## src/hw/rtl/cffa_pkg.sv

```systemverilog
// Package for the contiguous first-fit block allocator.
// Holds sizes, command and status codes, payload and control types.
// No dependencies.
`default_nettype none

package cffa_pkg;

    localparam int FILES  = 16;
    localparam int BLOCKS = 32;

    localparam int SLOT_W = $clog2(FILES);
    localparam int FC_W   = $clog2(FILES + 1);
    localparam int BLK_W  = $clog2(BLOCKS);
    localparam int CNT_W  = $clog2(BLOCKS + 1);
    localparam int CFG_W  = 6;

    localparam logic [1:0] CMD_CREATE = 2'd0;
    localparam logic [1:0] CMD_ALLOC  = 2'd1;
    localparam logic [1:0] CMD_QUERY  = 2'd2;

    localparam logic [2:0] ST_OK       = 3'd0;
    localparam logic [2:0] ST_FULL     = 3'd1;
    localparam logic [2:0] ST_ALREADY  = 3'd2;
    localparam logic [2:0] ST_NOSPACE  = 3'd3;
    localparam logic [2:0] ST_NOTFOUND = 3'd4;

    typedef struct packed {
        logic [1:0] command;
        logic [3:0] file_id;
        logic [5:0] num_blocks;
    } t_cmd_item;

    typedef struct packed {
        logic [2:0] status;
        logic [3:0] file_id_out;
        logic [4:0] start_block;
        logic [5:0] block_count;
    } t_result;

    typedef struct packed {
        logic             allocated;
        logic [BLK_W-1:0] start;
        logic [CNT_W-1:0] count;
    } t_slot;

    typedef struct packed {
        logic              en;
        logic [SLOT_W-1:0] addr;
        t_slot             data;
    } t_ram_wr;

    typedef struct packed {
        logic clear;
        logic mark;
        logic start;
    } t_fit_ctl;

    typedef struct packed {
        logic             done;
        logic             found;
        logic [BLK_W-1:0] where;
    } t_fit_res;

    typedef enum logic [2:0] {
        S_IDLE,
        S_DECODE,
        S_CHECK,
        S_SWEEP,
        S_SCAN,
        S_DONE
    } t_state;

endpackage

`default_nettype wire

```

## src/hw/rtl/cffa_slot_ram.sv

```systemverilog
// Slot table memory: one entry per file slot, one write and one read port.
// Registered read data. Depends on cffa_pkg.
`default_nettype none

module cffa_slot_ram (
    input  logic                           i_clk,
    input  cffa_pkg::t_ram_wr              i_wr,
    input  logic [cffa_pkg::SLOT_W-1:0]    i_rd_addr,
    output cffa_pkg::t_slot                o_rd_data
);
    import cffa_pkg::*;

    t_slot mem [FILES];
    t_slot r_rd_data;

    always_ff @(posedge i_clk) begin
        if (i_wr.en) begin
            mem[i_wr.addr] <= i_wr.data;
        end
        r_rd_data <= mem[i_rd_addr];
    end

    assign o_rd_data = r_rd_data;

endmodule

`default_nettype wire

```

## src/hw/rtl/cffa_fit_scan.sv

```systemverilog
// Occupancy map and first-fit scanner: marks runs from swept slots, then
// walks the blocks one per cycle looking for a free run. Depends on cffa_pkg.
`default_nettype none

module cffa_fit_scan (
    input  logic                        i_clk,
    input  logic                        i_rst_n,
    input  cffa_pkg::t_fit_ctl          i_ctl,
    input  cffa_pkg::t_slot             i_slot,
    input  logic [cffa_pkg::CNT_W-1:0]  i_eff,
    input  logic [cffa_pkg::CNT_W-1:0]  i_need,
    output cffa_pkg::t_fit_res          o_res
);
    import cffa_pkg::*;

    logic [BLOCKS-1:0] r_taken;
    logic [BLOCKS-1:0] w_mask;
    logic              r_busy;
    logic [CNT_W-1:0]  r_b;
    logic [CNT_W-1:0]  r_run;
    logic [CNT_W-1:0]  w_run_next;
    logic [CNT_W-1:0]  w_where_full;
    logic              w_at_end;
    logic              w_free;
    logic              w_hit;

    always_comb begin
        for (int b = 0; b < BLOCKS; b++) begin
            w_mask[b] = i_slot.allocated && (b >= int'(i_slot.start))
                        && (b < int'(i_slot.start) + int'(i_slot.count));
        end
    end

    assign w_at_end     = (r_b == i_eff);
    assign w_free       = !r_taken[r_b[BLK_W-1:0]];
    assign w_run_next   = w_free ? r_run + CNT_W'(1) : '0;
    assign w_hit        = !w_at_end && w_free && (w_run_next == i_need);
    assign w_where_full = r_b + CNT_W'(1) - i_need;

    assign o_res.done  = r_busy && (w_at_end || w_hit);
    assign o_res.found = w_hit;
    assign o_res.where = w_where_full[BLK_W-1:0];

    always_ff @(posedge i_clk) begin
        if (!i_rst_n) begin
            r_busy <= 1'b0;
        end else if (i_ctl.start) begin
            r_busy <= 1'b1;
        end else if (o_res.done) begin
            r_busy <= 1'b0;
        end
    end

    always_ff @(posedge i_clk) begin
        if (i_ctl.clear) begin
            r_taken <= '0;
        end else if (i_ctl.mark) begin
            r_taken <= r_taken | w_mask;
        end
        if (i_ctl.start) begin
            r_b   <= '0;
            r_run <= '0;
        end else if (r_busy) begin
            r_b   <= r_b + CNT_W'(1);
            r_run <= w_run_next;
        end
    end

endmodule

`default_nettype wire

```

## src/hw/rtl/contiguous_first_fit_block_allocator.sv

```systemverilog
// Top level of the contiguous first-fit block allocator: command sequencer,
// total_blocks register and result register. Depends on cffa_pkg,
// cffa_slot_ram and cffa_fit_scan.
//
//   channel  | handshake                  | beat
//   ---------+----------------------------+---------------------------
//   command  | i_in_valid / o_in_stall    | i_in_data  (t_cmd_item)
//   result   | o_out_valid / i_out_stall  | o_out_data (t_result)
//   config   | i_cfg_we                   | i_cfg_wdata (total_blocks)
//
// Create and unknown slot finish at decode, query at the slot check.
// Allocate ends at the slot check, or else sweeps the files_created slots
// and then scans up to min(total_blocks, 32) blocks: the slot sweep
// goes through the single table read port, one slot a cycle, and the scan
// walks the occupancy map one block a cycle.
// Reset clears the slot count, not the table; slots are written when created.
// o_in_stall is high while a command is in progress; a finished beat waits in
// the result register while the next command is taken.
`default_nettype none

module contiguous_first_fit_block_allocator (
    input  logic                           i_clk,
    input  logic                           i_rst_n,
    input  logic                           i_in_valid,
    output logic                           o_in_stall,
    input  cffa_pkg::t_cmd_item            i_in_data,
    output logic                           o_out_valid,
    input  logic                           i_out_stall,
    output cffa_pkg::t_result              o_out_data,
    input  logic                           i_cfg_we,
    input  logic [cffa_pkg::CFG_W-1:0]     i_cfg_wdata
);
    import cffa_pkg::*;

    t_state           r_state, n_state;
    logic [1:0]       r_cmd, n_cmd;
    logic [3:0]       r_id, n_id;
    logic [5:0]       r_n, n_n;
    logic [FC_W-1:0]  r_fc, n_fc;
    logic [FC_W-1:0]  r_k, n_k;
    t_result          r_res, n_res;
    t_result          r_out, n_out;
    logic             r_out_valid, n_out_valid;
    logic [CFG_W-1:0] r_total;

    logic [CNT_W-1:0]  w_eff;
    logic [CNT_W-1:0]  w_need;
    logic              w_known;
    logic              w_accept;
    logic              w_out_free;
    t_slot             w_slot;
    t_ram_wr           w_ram_wr;
    logic [SLOT_W-1:0] w_rd_addr;
    t_fit_ctl          w_fit_ctl;
    t_fit_res          w_fit_res;

    assign w_eff      = (r_total > CFG_W'(BLOCKS)) ? CNT_W'(BLOCKS) : CNT_W'(r_total);
    assign w_need     = CNT_W'(r_n);
    assign w_known    = (r_cmd == CMD_ALLOC || r_cmd == CMD_QUERY)
                        && (int'(r_id) < int'(r_fc));
    assign o_in_stall = (r_state != S_IDLE);
    assign w_accept   = i_in_valid && !o_in_stall;
    assign w_out_free = !r_out_valid || !i_out_stall;

    cffa_slot_ram u_ram (
        .i_clk     (i_clk),
        .i_wr      (w_ram_wr),
        .i_rd_addr (w_rd_addr),
        .o_rd_data (w_slot)
    );

    cffa_fit_scan u_fit (
        .i_clk   (i_clk),
        .i_rst_n (i_rst_n),
        .i_ctl   (w_fit_ctl),
        .i_slot  (w_slot),
        .i_eff   (w_eff),
        .i_need  (w_need),
        .o_res   (w_fit_res)
    );

    always_comb begin
        n_state = r_state;
        case (r_state)
            S_IDLE: begin
                if (w_accept) n_state = S_DECODE;
            end
            S_DECODE: begin
                if (r_cmd != CMD_CREATE && w_known) n_state = S_CHECK;
                else n_state = S_DONE;
            end
            S_CHECK: begin
                if (r_cmd == CMD_QUERY || w_slot.allocated || r_n == '0
                    || w_need > w_eff) begin
                    n_state = S_DONE;
                end else begin
                    n_state = S_SWEEP;
                end
            end
            S_SWEEP: begin
                if (r_k == r_fc) n_state = S_SCAN;
            end
            S_SCAN: begin
                if (w_fit_res.done) n_state = S_DONE;
            end
            S_DONE: begin
                if (w_out_free) n_state = S_IDLE;
            end
            default: n_state = S_IDLE;
        endcase
    end

    always_comb begin
        n_cmd       = r_cmd;
        n_id        = r_id;
        n_n         = r_n;
        n_fc        = r_fc;
        n_k         = r_k;
        n_res       = r_res;
        n_out       = r_out;
        n_out_valid = r_out_valid && i_out_stall;
        w_ram_wr    = '0;
        w_rd_addr   = SLOT_W'(r_id);
        w_fit_ctl   = '0;
        case (r_state)
            S_IDLE: begin
                if (w_accept) begin
                    n_cmd = i_in_data.command;
                    n_id  = i_in_data.file_id;
                    n_n   = i_in_data.num_blocks;
                end
            end
            S_DECODE: begin
                if (r_cmd == CMD_CREATE) begin
                    if (r_fc == FC_W'(FILES)) begin
                        n_res = '{ST_FULL, 4'd0, 5'd0, 6'd0};
                    end else begin
                        w_ram_wr.en   = 1'b1;
                        w_ram_wr.addr = r_fc[SLOT_W-1:0];
                        n_fc          = r_fc + FC_W'(1);
                        n_res         = '{ST_OK, 4'(r_fc), 5'd0, 6'd0};
                    end
                end else if (!w_known) begin
                    n_res = '{ST_NOTFOUND, r_id, 5'd0, 6'd0};
                end
            end
            S_CHECK: begin
                if (r_cmd == CMD_QUERY) begin
                    n_res = '{ST_OK, r_id, 5'(w_slot.start), 6'(w_slot.count)};
                end else if (w_slot.allocated) begin
                    n_res = '{ST_ALREADY, r_id, 5'(w_slot.start), 6'(w_slot.count)};
                end else if (r_n == '0) begin
                    w_ram_wr.en             = 1'b1;
                    w_ram_wr.addr           = SLOT_W'(r_id);
                    w_ram_wr.data.allocated = 1'b1;
                    n_res = '{ST_OK, r_id, 5'd0, 6'd0};
                end else if (w_need > w_eff) begin
                    n_res = '{ST_NOSPACE, r_id, 5'd0, 6'd0};
                end else begin
                    w_fit_ctl.clear = 1'b1;
                    w_rd_addr       = '0;
                    n_k             = FC_W'(1);
                end
            end
            S_SWEEP: begin
                w_fit_ctl.mark = 1'b1;
                if (r_k == r_fc) begin
                    w_fit_ctl.start = 1'b1;
                end else begin
                    w_rd_addr = r_k[SLOT_W-1:0];
                    n_k       = r_k + FC_W'(1);
                end
            end
            S_SCAN: begin
                if (w_fit_res.done) begin
                    if (w_fit_res.found) begin
                        w_ram_wr.en   = 1'b1;
                        w_ram_wr.addr = SLOT_W'(r_id);
                        w_ram_wr.data = '{1'b1, w_fit_res.where, w_need};
                        n_res = '{ST_OK, r_id, 5'(w_fit_res.where), r_n};
                    end else begin
                        n_res = '{ST_NOSPACE, r_id, 5'd0, 6'd0};
                    end
                end
            end
            S_DONE: begin
                if (w_out_free) begin
                    n_out       = r_res;
                    n_out_valid = 1'b1;
                end
            end
            default: ;
        endcase
    end

    always_ff @(posedge i_clk) begin
        if (!i_rst_n) begin
            r_state     <= S_IDLE;
            r_fc        <= '0;
            r_out_valid <= 1'b0;
            r_total     <= CFG_W'(BLOCKS);
        end else begin
            r_state     <= n_state;
            r_fc        <= n_fc;
            r_out_valid <= n_out_valid;
            if (i_cfg_we) begin
                r_total <= i_cfg_wdata;
            end
        end
    end

    always_ff @(posedge i_clk) begin
        r_cmd <= n_cmd;
        r_id  <= n_id;
        r_n   <= n_n;
        r_k   <= n_k;
        r_res <= n_res;
        r_out <= n_out;
    end

    assign o_out_valid = r_out_valid;
    assign o_out_data  = r_out;

    a_fc_bound: assert property (@(posedge i_clk) disable iff (!i_rst_n)
        r_fc <= FC_W'(FILES))
        else $error("slot count beyond table size");

    a_fit_in_scan: assert property (@(posedge i_clk) disable iff (!i_rst_n)
        w_fit_res.done |-> r_state == S_SCAN)
        else $error("scanner finished outside scan state");

    a_result_load: assert property (@(posedge i_clk) disable iff (!i_rst_n)
        (r_state == S_DONE && w_out_free) |=> (o_out_valid && r_state == S_IDLE))
        else $error("finished result not loaded into output register");

    a_write_slot: assert property (@(posedge i_clk) disable iff (!i_rst_n)
        (w_ram_wr.en && r_state != S_DECODE) |-> int'(r_id) < int'(r_fc))
        else $error("slot write to an uncreated slot");

endmodule

`default_nettype wire
```

## config.mk

```make
export PLATFORM = sky130hd
export DESIGN_NAME = contiguous_first_fit_block_allocator
export DESIGN_NICKNAME = d
export VERILOG_FILES = /design/src/hw/rtl/cffa_pkg.sv /design/src/hw/rtl/cffa_slot_ram.sv /design/src/hw/rtl/cffa_fit_scan.sv /design/src/hw/rtl/contiguous_first_fit_block_allocator.sv
export SDC_FILE = /design/constraint.sdc
export NUM_CORES = 1
export LEC_CHECK = 0
export ABC_AREA = 1
export BUFFER_PORTS_ARGS = -buffer_cell sky130_fd_sc_hd__buf_4
export CAP_MARGIN = 20
export CORE_AREA = 2 2 158 160
export DETAILED_ROUTE_END_ITERATION = 6
export DIE_AREA = 0 0 160 162
export MAX_ROUTING_LAYER = met4
export PLACE_DENSITY = 0.77
export SETUP_SLACK_MARGIN = 0.2
export SYNTH_ARGS = -nofsm -noshare
export SYNTH_HDL_FRONTEND = slang
export SYNTH_SLANG_ARGS = --single-unit
```

## constraint.sdc

```tcl
create_clock -name i_clk -period 4.5 [get_ports i_clk]
set_clock_uncertainty 0.05 [all_clocks]
set_input_delay 0.45 -clock i_clk [delete_from_list [all_inputs] [get_ports i_clk]]
set_output_delay 0.45 -clock i_clk [all_outputs]
set_load 0.02 [all_outputs]
```

Word level (Yosys, flattened, before mapping)
Memories as Yosys holds them, arrays and structs flattened. A register that Yosys moved wholly into a read port is not among the register bits.
Index checks and enable logic that the tools add are counted.
{"block": "totals", "ff_bits": 113, "ramBits": 192, "out_inout_bits": 20, "elab_cells": 269, "mem_count": 1}
{"memory": "u_ram.mem", "depth": 16, "width": 12, "read_ports": 1, "rd_clocked_by_memory_dff": 1, "write_ports": 1, "line": "cffa_slot_ram.sv:13", "rtl": "t_slot mem [FILES];"}
{"block": "classes", "n_addsub": 6, "n_lt_le_gt_ge": 67, "eq_ne": 22, "muxes": 56, "n_bitwise": 2, "n_reduce_logical": 95}
{"operator": "6-bit by 32-bit < comparator with 1-bit output (first input constant)", "count": 16}
{"operator": "5-bit by 32-bit < comparator with 1-bit output (first input constant)", "count": 8}
{"operator": "4-bit by 32-bit < comparator with 1-bit output (first input constant)", "count": 4}
{"operator": "18-bit 2-to-1 mux", "count": 7}
{"operator": "5-bit greater-or-equal comparator (first input constant)", "count": 15}
{"operator": "1-bit logical AND", "count": 70}
{"operator": "3-bit by 32-bit < comparator with 1-bit output (first input constant)", "count": 2}
{"operator": "18-bit one-hot mux with 3 select lines", "count": 1}
{"operator": "17-bit 2-to-1 mux", "count": 3}
{"operator": "4-bit by 5-bit greater-or-equal comparator with 1-bit output (first input constant)", "count": 8}
{"operator": "5-bit 2-to-1 mux", "count": 7}
{"operator": "1-bit by 32-bit < comparator with 1-bit output (first input constant)", "count": 1}
{"operator": "2-bit by 32-bit < comparator with 1-bit output (first input constant)", "count": 1}
{"operator": "32-bit bitwise OR", "count": 1}
{"operator": "6-bit 2-to-1 mux", "count": 5}
{"operator": "3-bit by 5-bit greater-or-equal comparator with 1-bit output (first input constant)", "count": 4}
{"operator": "4-bit 2-to-1 mux", "count": 5}
{"operator": "3-bit 2-to-1 mux", "count": 6}
{"operator": "3-bit one-hot mux with 6 select lines", "count": 1}
{"operator": "16-bit 2-to-1 mux", "count": 1}
{"operator": "2-bit inequality test (second input constant)", "count": 8}
{"operator": "5-bit one-hot mux with 3 select lines", "count": 1}
{"operator": "1-bit 2-to-1 mux", "count": 13}
{"operator": "6-bit by 1-bit adder with 6-bit output (second input constant)", "count": 2}
{"operator": "other kinds (38)", "count": 58}

Logic depth before layout (Yosys ltp)
Gate-level depths: netlist (run 1).
{"block": "depth", "word_depth": 12, "depth_mapped": 21}

Hierarchy
A second synthesis (run 1) with hierarchy kept.
{"block": "hier_totals", "cells_unflattened": 1615, "area_unflattened_um2": 14908.0}
{"mod": "cffa_slot_ram", "n_inst": 1, "cells_per_inst": 813, "area_each_um2": 8557.0}
{"mod": "contiguous_first_fit_block_allocator", "n_inst": 1, "cells_per_inst": 342, "area_each_um2": 3263.1}
{"mod": "cffa_fit_scan", "n_inst": 1, "cells_per_inst": 460, "area_each_um2": 3088.0}

Worst setup path before layout (run 1)
No wires, ideal clock.
{"block": "synth_path", "path_type": "register -> register", "from": "register u_fit.r_b[0]", "to": "register r_res[0] (netlist name), enable pin", "t_arrival_ps": 3249, "required_ps": 4030, "slack_ps": 782, "stages_incl_launch_ff": 19, "n_path_buf": 1, "period_less_slack_ps": 3718, "cell_sequence": "dfxtp_1 inv_2 buf_6 nand2_1 nand2_1 nand2_1 nand3_1 nand3_1 nand3_2 nand2_4 nand2_1 nand2_1 nand2_1 nor2_1 nand3_2 nand2_1 nand2_4 nand2_2 nor3b_1"}
{"block": "synth_via", "elab_chain_cells": 9, "elab_cells_between_ends": 13, "classes_between": "3 x eq/ne; 3 x mux; 7 x reduce/logical"}
{"element": "from (decl)", "line": "cffa_fit_scan.sv:19", "rtl": "logic [CNT_W-1:0] r_b;"}
{"element": "from (signal assigned)", "line": "cffa_fit_scan.sv:64", "rtl": "r_b <= r_b + CNT_W'(1);"}
{"element": "1-bit binary-select mux with 5-bit select", "line": "cffa_fit_scan.sv:35", "rtl": "assign w_free = !r_taken[r_b[BLK_W-1:0]];"}
{"element": "1-bit 2-to-1 mux (not written as such)", "line": "cffa_fit_scan.sv:35"}
{"element": "6-bit 2-to-1 mux or 1-bit logical NOT (tied branches)", "line": "cffa_fit_scan.sv:36, cffa_fit_scan.sv:35"}
{"element": "6-bit == test or 1-bit logical AND (tied branches)", "line": "cffa_fit_scan.sv:37", "rtl": "assign w_hit = !w_at_end && w_free && (w_run_next == i_need);"}
{"element": "1-bit logical AND", "line": "cffa_fit_scan.sv:37"}
{"element": "1-bit logical OR (*)", "line": "cffa_fit_scan.sv:40", "rtl": "assign o_res.done = r_busy && (w_at_end || w_hit);"}
{"element": "1-bit logical AND (*)", "line": "cffa_fit_scan.sv:40"}
{"element": "2-bit by 1-bit inequality test with 1-bit output (no source line) (*)"}
{"element": "4-bit AND reduction (no source line) (*)"}
{"element": "to (signal assigned)", "line": "contiguous_first_fit_block_allocator.sv:217", "rtl": "r_res <= n_res;"}
{"element": "to (decl)", "line": "contiguous_first_fit_block_allocator.sv:41", "rtl": "t_result r_res, n_res;"}
Mark *: on every way between the ends. The rest lies on a longest branch, timed or not. The select of a mux whose other input is x is not followed.
A chain may end at the register's enable or synchronous reset.

Worst setup path in the final report (run 1)
{"block": "layout_path", "from": "register r_state[1]", "to": "register u_ram.o_rd_data[8] (netlist name)"}
{"block": "layout_via", "elab_chain_cells": 2, "elab_cells_between_ends": 3, "classes_between": "2 x eq/ne; 1 x mux"}
{"element": "from (decl)", "line": "contiguous_first_fit_block_allocator.sv:35", "rtl": "t_state r_state, n_state;"}
{"element": "from (signal assigned)", "line": "contiguous_first_fit_block_allocator.sv:203", "rtl": "r_state <= n_state;"}
{"element": "3-bit by 2-bit == test with 1-bit output", "line": "contiguous_first_fit_block_allocator.sv:125", "rtl": "case (r_state)"}
{"element": "4-bit one-hot mux with 2 select lines (*)", "line": "contiguous_first_fit_block_allocator.sv:125"}
Mark *: on every way between the ends. The rest lies on a longest branch, timed or not.

==> results of run 1 <==
-- sequential cells by signal, indices dropped and copies added, names as in the netlist, 2 cells and up --
register	flops
u_ram.mem	192
u_fit.r_run	6
u_fit.r_b	6
r_k	5
o_out_data	18
r_state	3
u_ram.o_rd_data	12
r_total	6
r_cmd	2
u_fit.r_taken	32
r_res	18
r_fc	5
r_n	6
r_id	4
-- per-layer routing --
metal	GRT usage, %	wire length [um]	share of wire, %
met1	38.9	14900	41
met2	46.8	17400	48
met3	3.93	2930	8.1
met4	9.34	991	2.7
met5	-	0	0
-- worst max-delay path, delay by kind of cell, from the launching register on --
family / cells / cell delay [ns]
flip-flops: 1 / 0.38
AND/OR/NAND/NOR: 9 / 1.39
AO/OA/AOI/OAI: 2 / 0.93
buffers and inverters: 4 / 0.93
-- cell usage in the layout (no fill, tap or decap), drive strengths merged, types with 4 or more instances in the layout --
master | Yosys | layout
a31oi | 6 | 6
a21oi | 102 | 102
dfxtp | 72 | 72
clkbuf | 22 | 42
o22ai | 5 | 5
xor2 | 16 | 16
clkinv | 2 | 15
ha | 25 | 25
nand2 | 288 | 288
nor2 | 114 | 114
buf | 31 | 75
nand3 | 127 | 127
inv | 219 | 221
dlygate4sd3 | 0 | 12
edfxtp | 245 | 245
or2 | 4 | 4
o211ai | 44 | 44
nor3 | 24 | 24
nand4 | 7 | 7
o21ai | 103 | 103
-- per-stage QoR --
stage / setup WS [ns] / hold WS [ns] / power (mW) / cell area (sq um) / util, %
floorplan: 0.782 / 0.350 / 5.68 / 14400 / -
global placement: 0.910 / 0.353 / 6.51 / 15200 / 62.9
detailed placement: 0.870 / 0.359 / 6.53 / 15200 / 62.9
CTS: 0.820 / 0.0135 / 9.03 / 16300 / 67.5
global route: 0.511 / 0.0334 / 9.52 / 16300 / 67.5
finish: 0.724 / 0.0334 / 9.05 / 16300 / 67.5
-- repair_timing --
action / in CTS / in global routing
endpoints found under the setup margin: 0 / 0
buffers inserted: 0 / 0
hold buffers: 12 / 0
hold endpoints to repair: 12 / 0
-- path summary, 6_finish.rpt --
| check | from | end | slack [ns] | cells after the start |
|---|---|---|---|---|
| min | i_cfg_wdata[5] | r_total[5] | 0.03 | 3 |
| min reg2reg | r_res[16] | o_out_data[16] | 0.37 | 0 |
| max reg2reg | r_state[1] | u_ram.o_rd_data[8] | 0.72 | 15 |
| max | r_state[1] | u_ram.o_rd_data[8] | 0.72 | 15 |
-- layout make-up --
type | instances | area, sq um | share of cell area [%]
tap | 324 | 405 | 2.49
sequential | 317 | 8800 | 54.0
clock inverter | 16 | 95.1 | 0.584
timing repair buffer | 87 | 712 | 4.37
multi-input combinational | 889 | 4550 | 28.0
clock buffer | 42 | 887 | 5.45
inverter | 221 | 830 | 5.09
-- logic make-up after synthesis --
group	count (synthesis)
XOR/XNOR	19
AO/OA/AOI/OAI	275
flip-flops	317
buffers and inverters	274
adder cells (fa/ha/maj)	27
AND/OR/NAND/NOR	568
-- power breakdown --
group          switching (mW)  internal, mW
Combinational            1.90         0.831
Sequential              0.283          3.55
Clock                    1.10          1.38
Total                    3.28          5.76
==> out/metrics.yaml, run 1 <==
maxCapViolations: 0
status: "finished clean"
remaining_drc_errors: 0
clk_path_buf_depth: 3
grt_pass1_wl_um: 56800
start_kind: "flop"
cp_max_fo: 42
yosysTopAreaCellShare_pct: 51.1
via_per_inst: 5.70
num-nets-final: 1597
tightest_slew_ns: 1.09
num_antenna_cells: 0
synthXorXnorAreaFrac_pct: 1.16
synth_edf_count: 245
numPortBuffers: 42
netlist_area_sq_um: 14400
synth_compound_area_share_pct: 10.8
fin_cells: 1896
post-synth-top-area-cell: "edfxtp_1"
clkLatencyLatePin_ns: 0.58
gp_congestion: 0.951
io_pins: 43
drive_gt1_share_pct: 10.1
dieWidth_um: 160
drt-initial-drc-count: 1035
ys_seq_area_share_pct: 61.1
cp-end-kind: "flop"
yosysWarnings: 0
synthFlopType: "edfxtp_1"
synth_most_common_cell: "nand2_1"
path_cells: "inv_1 -> nor2_1 -> inv_1 -> nor2_2 -> inv_1 -> nor2_4 -> nor2_2 -> o211ai_4 -> buf_4 -> nand2_1 -> o21ai_0 -> nand2_1 -> nand3_1 -> nand3_1 -> nand2_1"
cts_tree: "yes"
hold_violations: 0
core-area_sq_um: 24100
setup_viol: 0
ys_types: 47
rsz0062_at_grt: "false"
ir_worst_vdd_mv: 0.358
min_path_type: "input pin to flop"
period_minus_slack_ns: 3.78
grt_max_degree: 113
wire_per_inst_um: 19.1
dp_hpwl_um: 23700
num_rows: 57
fill_cells: 1863
ys_async_sr_fraction_pct: 0
syn_inst: 1480
start_util_pct: 59.7
ys_top_cells_by_area: "edfxtp_1 (51%), dfxtp_1 (10%), nand2_1 (7.4%)"
syn_to_final_growth_pct: 13.1
htree_levels: 1
antenna_left: 0
placed_cells: 1825
fin_setup_tns_ns: 0
num_vias: 10800
track_usage_pct: 29.1
antenna_found_initial: 0
avgSynthCellArea_sq_um: 9.73
clock-sinks: 317
clock-root-buffer: "clkbuf_16"
clk_pin_slew_ns: 0.06
critPathSlowestCell: "o211ai_4"
crit_type: "flop to flop"
slew_violations: 0
synth_commonest_cells: "nand2_1 (285), edfxtp_1 (245), inv_1 (215)"
crit_required_ns: 4.96
fin_crit_sh_pct: 83.9
relSlewSlack_pct: 27.1
cts_resized: 0
dieArea_sq_um: 25900
drt_wl_total_um: 36300
die_h_um: 162
synthAdderAreaFrac_pct: 2.45
synth-simple-area-share_pct: 17.0
p_leak_nw: 6.74
synth_top_family_by_area: "simple AND/OR/NAND/NOR gates"
max_freq_mhz: 265
arrival_ns: 4.23
powerDensity_nw_per_um2: 556
grt_pass1_vias: 10400
crit_path_max_incr_delay_ns: 0.82
syn-num-nets: 1530
cts_buffers: 31
ys_ff_latch: 317
grt-ovfl-total: 0
firstDrtPassIters: 6
synthMuxAreaShare_pct: 0
Power figures use the tool's default switching activity.
==> inputs of run 2 (changes only) <==
clock period = 3.9 ns   (was 4.5 ns; I/O delays follow)
==> run 2 against run 1 <==
- critical path depth unchanged
- die area unchanged
- via count increased by 0.52%
- wire length down 3.1%
- maximum frequency up 9.8%
- register-to-register slack worse by 0.26 ns
- clock-buffer cell count down 2
- worst setup slack worse by 0.26 ns
- worst hold slack worse by 0.024 ns
- utilization rose by 0.75 points
- cell area grew 1.1%
- clock power rose by 18%
- highest routed layer unchanged
==> out/metrics.yaml, run 2 (synthesized netlist as in run 1, its figures left out) <==
timing.reg2reg.worst_path_depth: 15
start_util_pct: 59.7
largest_reg_flops: 192
largest_register: "u_ram.mem"
htree_levels: 1
powerDensity_nw_per_um2: 637
clkLatencyLatePin_ns: 0.56
wire_per_inst_um: 18.4
layout_commonest_cell: "nand2_1"
num_rows: 57
clk_path_buf_depth: 3
start_kind: "flop"
grt-ovfl-total: 0
io_pins: 43
setup_viol: 0
drt-initial-drc-count: 1147
cp_max_fo: 24
cp-end-kind: "flop"
num-nets-final: 1614
die_h_um: 162
power_switching_mw: 3.73
clkPwrFrac_pct: 28.2
antenna_found_initial: 0
status: "finished clean"
critPathSlowestCell: "inv_1"
final_util_pct: 68.3
tightest_slew_ns: 0.940
fin_crit_sh_pct: 88.2
cts_tree: "yes"
p_sw_share_pct: 35.6
antenna_left: 0
track_usage_pct: 27.7
clock-root-buffer: "clkbuf_16"
period_minus_slack_ns: 3.44
grt_pass1_wl_um: 54800
slew_violations: 0
path_cells: "clkinv_1 -> ha_1 -> nand2_1 -> nor2_1 -> o21ai_0 -> a32oi_1 -> nor2_1 -> nand2_1 -> nand2_1 -> nor2_1 -> nor3_2 -> inv_1 -> nand3_1 -> nand3_1 -> nand2_1"
core-area_sq_um: 24100
min_path_type: "input pin to flop"
relSlewSlack_pct: 37.3
numPortBuffers: 42
drive_gt1_share_pct: 11.0
syn_to_final_growth_pct: 14.3
firstDrtPassIters: 5
cts_buffers: 31
cts_resized: 0
arrival_ns: 3.83
crit_required_ns: 4.29
via_per_inst: 5.68
hold_depth: 3
crit_type: "flop to flop"
grt_pass1_vias: 10400
p_leak_nw: 6.84
num_antenna_cells: 0
gp_congestion: 0.967
seqPwrFrac_pct: 41.9
drt_wl_total_um: 35200
combPwrFrac_pct: 29.9
crit_path_max_incr_delay_ns: 0.68
reg_top3: "u_ram.mem x192, u_fit.r_taken x32"
ir_worst_vdd_mv: 0.595
intPower_mw: 6.76
clock-sinks: 317
clk_pin_slew_ns: 0.06
hold_violations: 0
dieWidth_um: 160
layout_common_cells: "nand2_1 (285), edfxtp_1 (245), inv_1 (215), nand3_1 (125), nor2_1 (108)"
rsz0062_at_grt: "false"
maxCapViolations: 0
remaining_drc_errors: 0
grt_max_degree: 94
worst_path_most_repeated_cell: "nand2_1"
fin_setup_tns_ns: 0
dp_hpwl_um: 23800
num_vias: 10900
max_freq_mhz: 291
dieArea_sq_um: 25900
==> run 2: layout make-up <==
type                    instances  area, sq um
inverters                     221          830
multi-input cells             889         4550
repair buffers                104          862
well taps                     324          405
fillers                      1855         7640
flip-flops and latches        317         8800
clock buffers                  40          861
clock inverters                18          153
==> run 2: critical path, delay by kind of cell, from the launching register on <==
family | cells | cell delay (ns)
flip-flops | 1 | 0.36
buffers and inverters | 2 | 0.88
AO/OA/AOI/OAI | 2 | 0.41
AND/OR/NAND/NOR | 10 | 1.25
adder cells (fa/ha/maj) | 1 | 0.36
==> run 2: power groups by stage <==
stage          Sequential (mW)  Clock [mW]  Combinational, mW
4_1_cts                   4.39        2.98               3.08
3_3_place_gp              4.45           0               2.99
3_5_place_dp              4.46           0               3.05
6_report                  4.40        2.95               3.14
2_1_floorplan             4.36           0               2.19
5_1_grt                   4.43        3.11               3.50
==> run 2: worst paths after layout <==
check / startpoint / end / slack [ns]
setup / recovery: r_total[5] / u_ram.o_rd_data[11] / 0.46
hold / removal: i_cfg_wdata[4] / r_total[4] / 0.009
hold reg to reg: r_res[17] / o_out_data[17] / 0.37
setup reg to reg: r_total[5] / u_ram.o_rd_data[11] / 0.46
==> run 2: metrics by stage <==
step / instance area (sq um) / hold slack, ns / setup WS (ns) / cells / power, mW
final: 16500 / 0.00942 / 0.460 / 1913 / 10.5
after global routing: 16500 / 0.0196 / 0.229 / 1913 / 11.0
after CTS: 16500 / 0.00206 / 0.546 / 1912 / 10.4
after detailed placement: 15300 / 0.355 / 0.580 / 1841 / 7.51
after global placement: 15300 / 0.353 / 0.647 / 1840 / 7.44
after floorplan: 14400 / 0.350 / 0.749 / 1480 / 6.55
==> run 2: repair_timing <==
action | in CTS | in global routing
hold buffers | 13 | 0
setup buffers | 0 | 0
hold endpoints to repair | 13 | 0
==> run 2: metal layers <==
metal	global-route usage (%)	vias to the layer above	part of all wire (%)
li1	-	5196	-
met1	36.9	5123	42
met2	44.4	465	47
met3	4.47	77	8.1
met4	8.72	0	3.0
met5	-	-	0
==> inputs of run 3 (changes only) <==
GPL_ROUTABILITY_DRIVEN = 0   (was unset)
clock period = 4.15 ns   (was 3.9 ns; I/O delays follow)
==> run 3 against run 2 <==
- sequential power fell by 5.2%
- via count fell by 0.99%
- clock-buffer cell count rose by 5
- critical path depth rose by 1
- largest cell class unchanged
- power fell by 4.7%
- combinational power fell by 7.6%
- sequential cell count did not move
- cell count fell by 0.52%
- non-clock buffer count fell by 10
- sequential share of layout area barely moved
==> out/metrics.yaml, run 3 (synthesized netlist as in run 1, its figures left out) <==
status: "finished clean"
clk_pin_slew_ns: 0.06
clkPwrFrac_pct: 29.3
antenna_found_initial: 0
fin_crit_sh_pct: 85.1
via_per_inst: 5.65
fill_cells: 1819
min_path_type: "input pin to flop"
syn_to_final_growth_pct: 14.2
dp_hpwl_um: 22100
cp_max_fo: 16
clock-root-buffer: "clkbuf_16"
rr_endpoint: "u_ram.o_rd_data[0]"
rsz0062_at_grt: "false"
intPower_mw: 6.49
cts_tree: "yes"
num-nets-final: 1604
p_leak_nw: 6.83
fin_setup_tns_ns: 0
register_area_sq_um: 8800
crit_type: "flop to flop"
num_antenna_cells: 0
grt_max_degree: 193
remaining_drc_errors: 0
setup_viol: 0
final_util_pct: 68.2
hold_depth: 3
htree_levels: 1
firstDrtPassIters: 5
start_kind: "flop"
drt-initial-drc-count: 878
io_pins: 43
postCtsSetupRepairBufs: 0
maxCapViolations: 0
num_rows: 57
grt-ovfl-total: 0
ir_worst_vdd_mv: 0.446
relSlewSlack_pct: 36.3
grt_pass1_wl_um: 53100
die_h_um: 162
fin_hold_ws_ns: 0.0244
numPortBuffers: 42
wire_per_inst_um: 17.4
layout_commonest_cell: "nand2_1"
drt_wl_total_um: 33200
antenna_left: 0
whs_endpoint: "r_total[2]"
slew_violations: 0
reg_top3: "u_ram.mem x192, u_fit.r_taken x32"
drive_gt1_share_pct: 10.3
clock-sinks: 317
worstReg2RegStart: "r_total[5]"
powerDensity_nw_per_um2: 607
core-area_sq_um: 24100
num_vias: 10800
clk_path_buf_depth: 3
p_sw_share_pct: 35.1
multi_input_area_sq_um: 4550
hold_violations: 0
min-delay-start: "i_cfg_wdata[2]"
clkLatencyLatePin_ns: 0.57
combPwrFrac_pct: 29.0
tightest_slew_ns: 0.950
power_switching_mw: 3.50
period_minus_slack_ns: 3.53
seqPwrFrac_pct: 41.7
dieArea_sq_um: 25900
max_freq_mhz: 283
dieWidth_um: 160
start_util_pct: 59.7
timing.reg2reg.worst_path_depth: 16
layout_common_cells: "nand2_1 (285), edfxtp_1 (245), inv_1 (215), nand3_1 (125), nor2_1 (108)"
rrSetupSlack_ns: 0.62
cp-end-kind: "flop"
design_area_sq_um: 16400
placed_cell_area_sq_um: 15200
crit_required_ns: 4.55
track_usage_pct: 26.5
grt_pass1_vias: 10200
cts_buffers: 31
arrival_ns: 3.93
largest_reg_flops: 192
largest_register: "u_ram.mem"
## run 3: metrics by stage
step,setup WS [ns],std cells,power (mW)
6_report,0.618,1903,9.99
5_1_grt,0.418,1903,10.5
4_1_cts,0.651,1902,9.94
3_5_place_dp,0.669,1830,7.01
3_3_place_gp,0.783,1829,6.93
2_1_floorplan,0.432,1480,6.16
## run 3: worst max path at each step
| stage | startpoint | endpoint | slack [ns] | cells after the start |
|---|---|---|---|---|
| floorplan | u_fit.r_b[0] | r_res[0] | 0.43 | 18 |
| global placement | r_total[5] | u_ram.o_rd_data[11] | 0.78 | 16 |
| detailed placement | r_total[5] | u_ram.o_rd_data[0] | 0.67 | 16 |
| CTS | r_total[5] | u_ram.o_rd_data[0] | 0.65 | 16 |
| global route | r_total[5] | u_ram.o_rd_data[4] | 0.42 | 16 |
| finish | r_total[5] | u_ram.o_rd_data[0] | 0.62 | 16 |
## run 3: what timing repair did
item / 4_1_cts / 5_1_grt
hold buffers: 14 / 0
hold endpoints to repair: 14 / 0
resized for setup: 0 / 0
## run 3: routing by layer
layer	GRT usage, %	part of all wire, %	up-vias
met2	42.0	47	443
met5	-	0	-
met4	8.31	2.8	0
met3	3.88	7.9	72
met1	35.9	42	5076
li1	-	-	5163
## run 3: worst max-delay path: stages (launching register included)
cell and delay (ns):
dfxtp_1 0.35, clkinv_1 0.18, ha_1 0.35, nand2_1 0.09
nor2_1 0.11, o21ai_0 0.09, a32oi_1 0.43, nor2_1 0.07
nand2_1 0.13, nand2_1 0.17, nor2_1 0.17, nor3_2 0.07
inv_1 0.51, buf_4 0.31, nand3_1 0.12, nand3_1 0.13
nand2_1 0.09
## run 3: layout make-up
cell class / count / share of cell area (%)
Sequential cell: 317 / 53.5
Clock buffer: 45 / 5.61
Tap cell: 324 / 2.46
Clock inverter: 13 / 0.989
Inverter: 221 / 5.04
Timing Repair Buffer: 94 / 4.72
Multi-Input combinational cell: 889 / 27.7
## run 3: power by group through the flow
stage / combinational, mW / sequential (mW) / clock, mW
floorplan: 2.06 / 4.10 / 0
global placement: 2.72 / 4.21 / 0
detailed placement: 2.79 / 4.22 / 0
CTS: 2.83 / 4.15 / 2.95
global route: 3.23 / 4.19 / 3.08
finish: 2.90 / 4.17 / 2.92
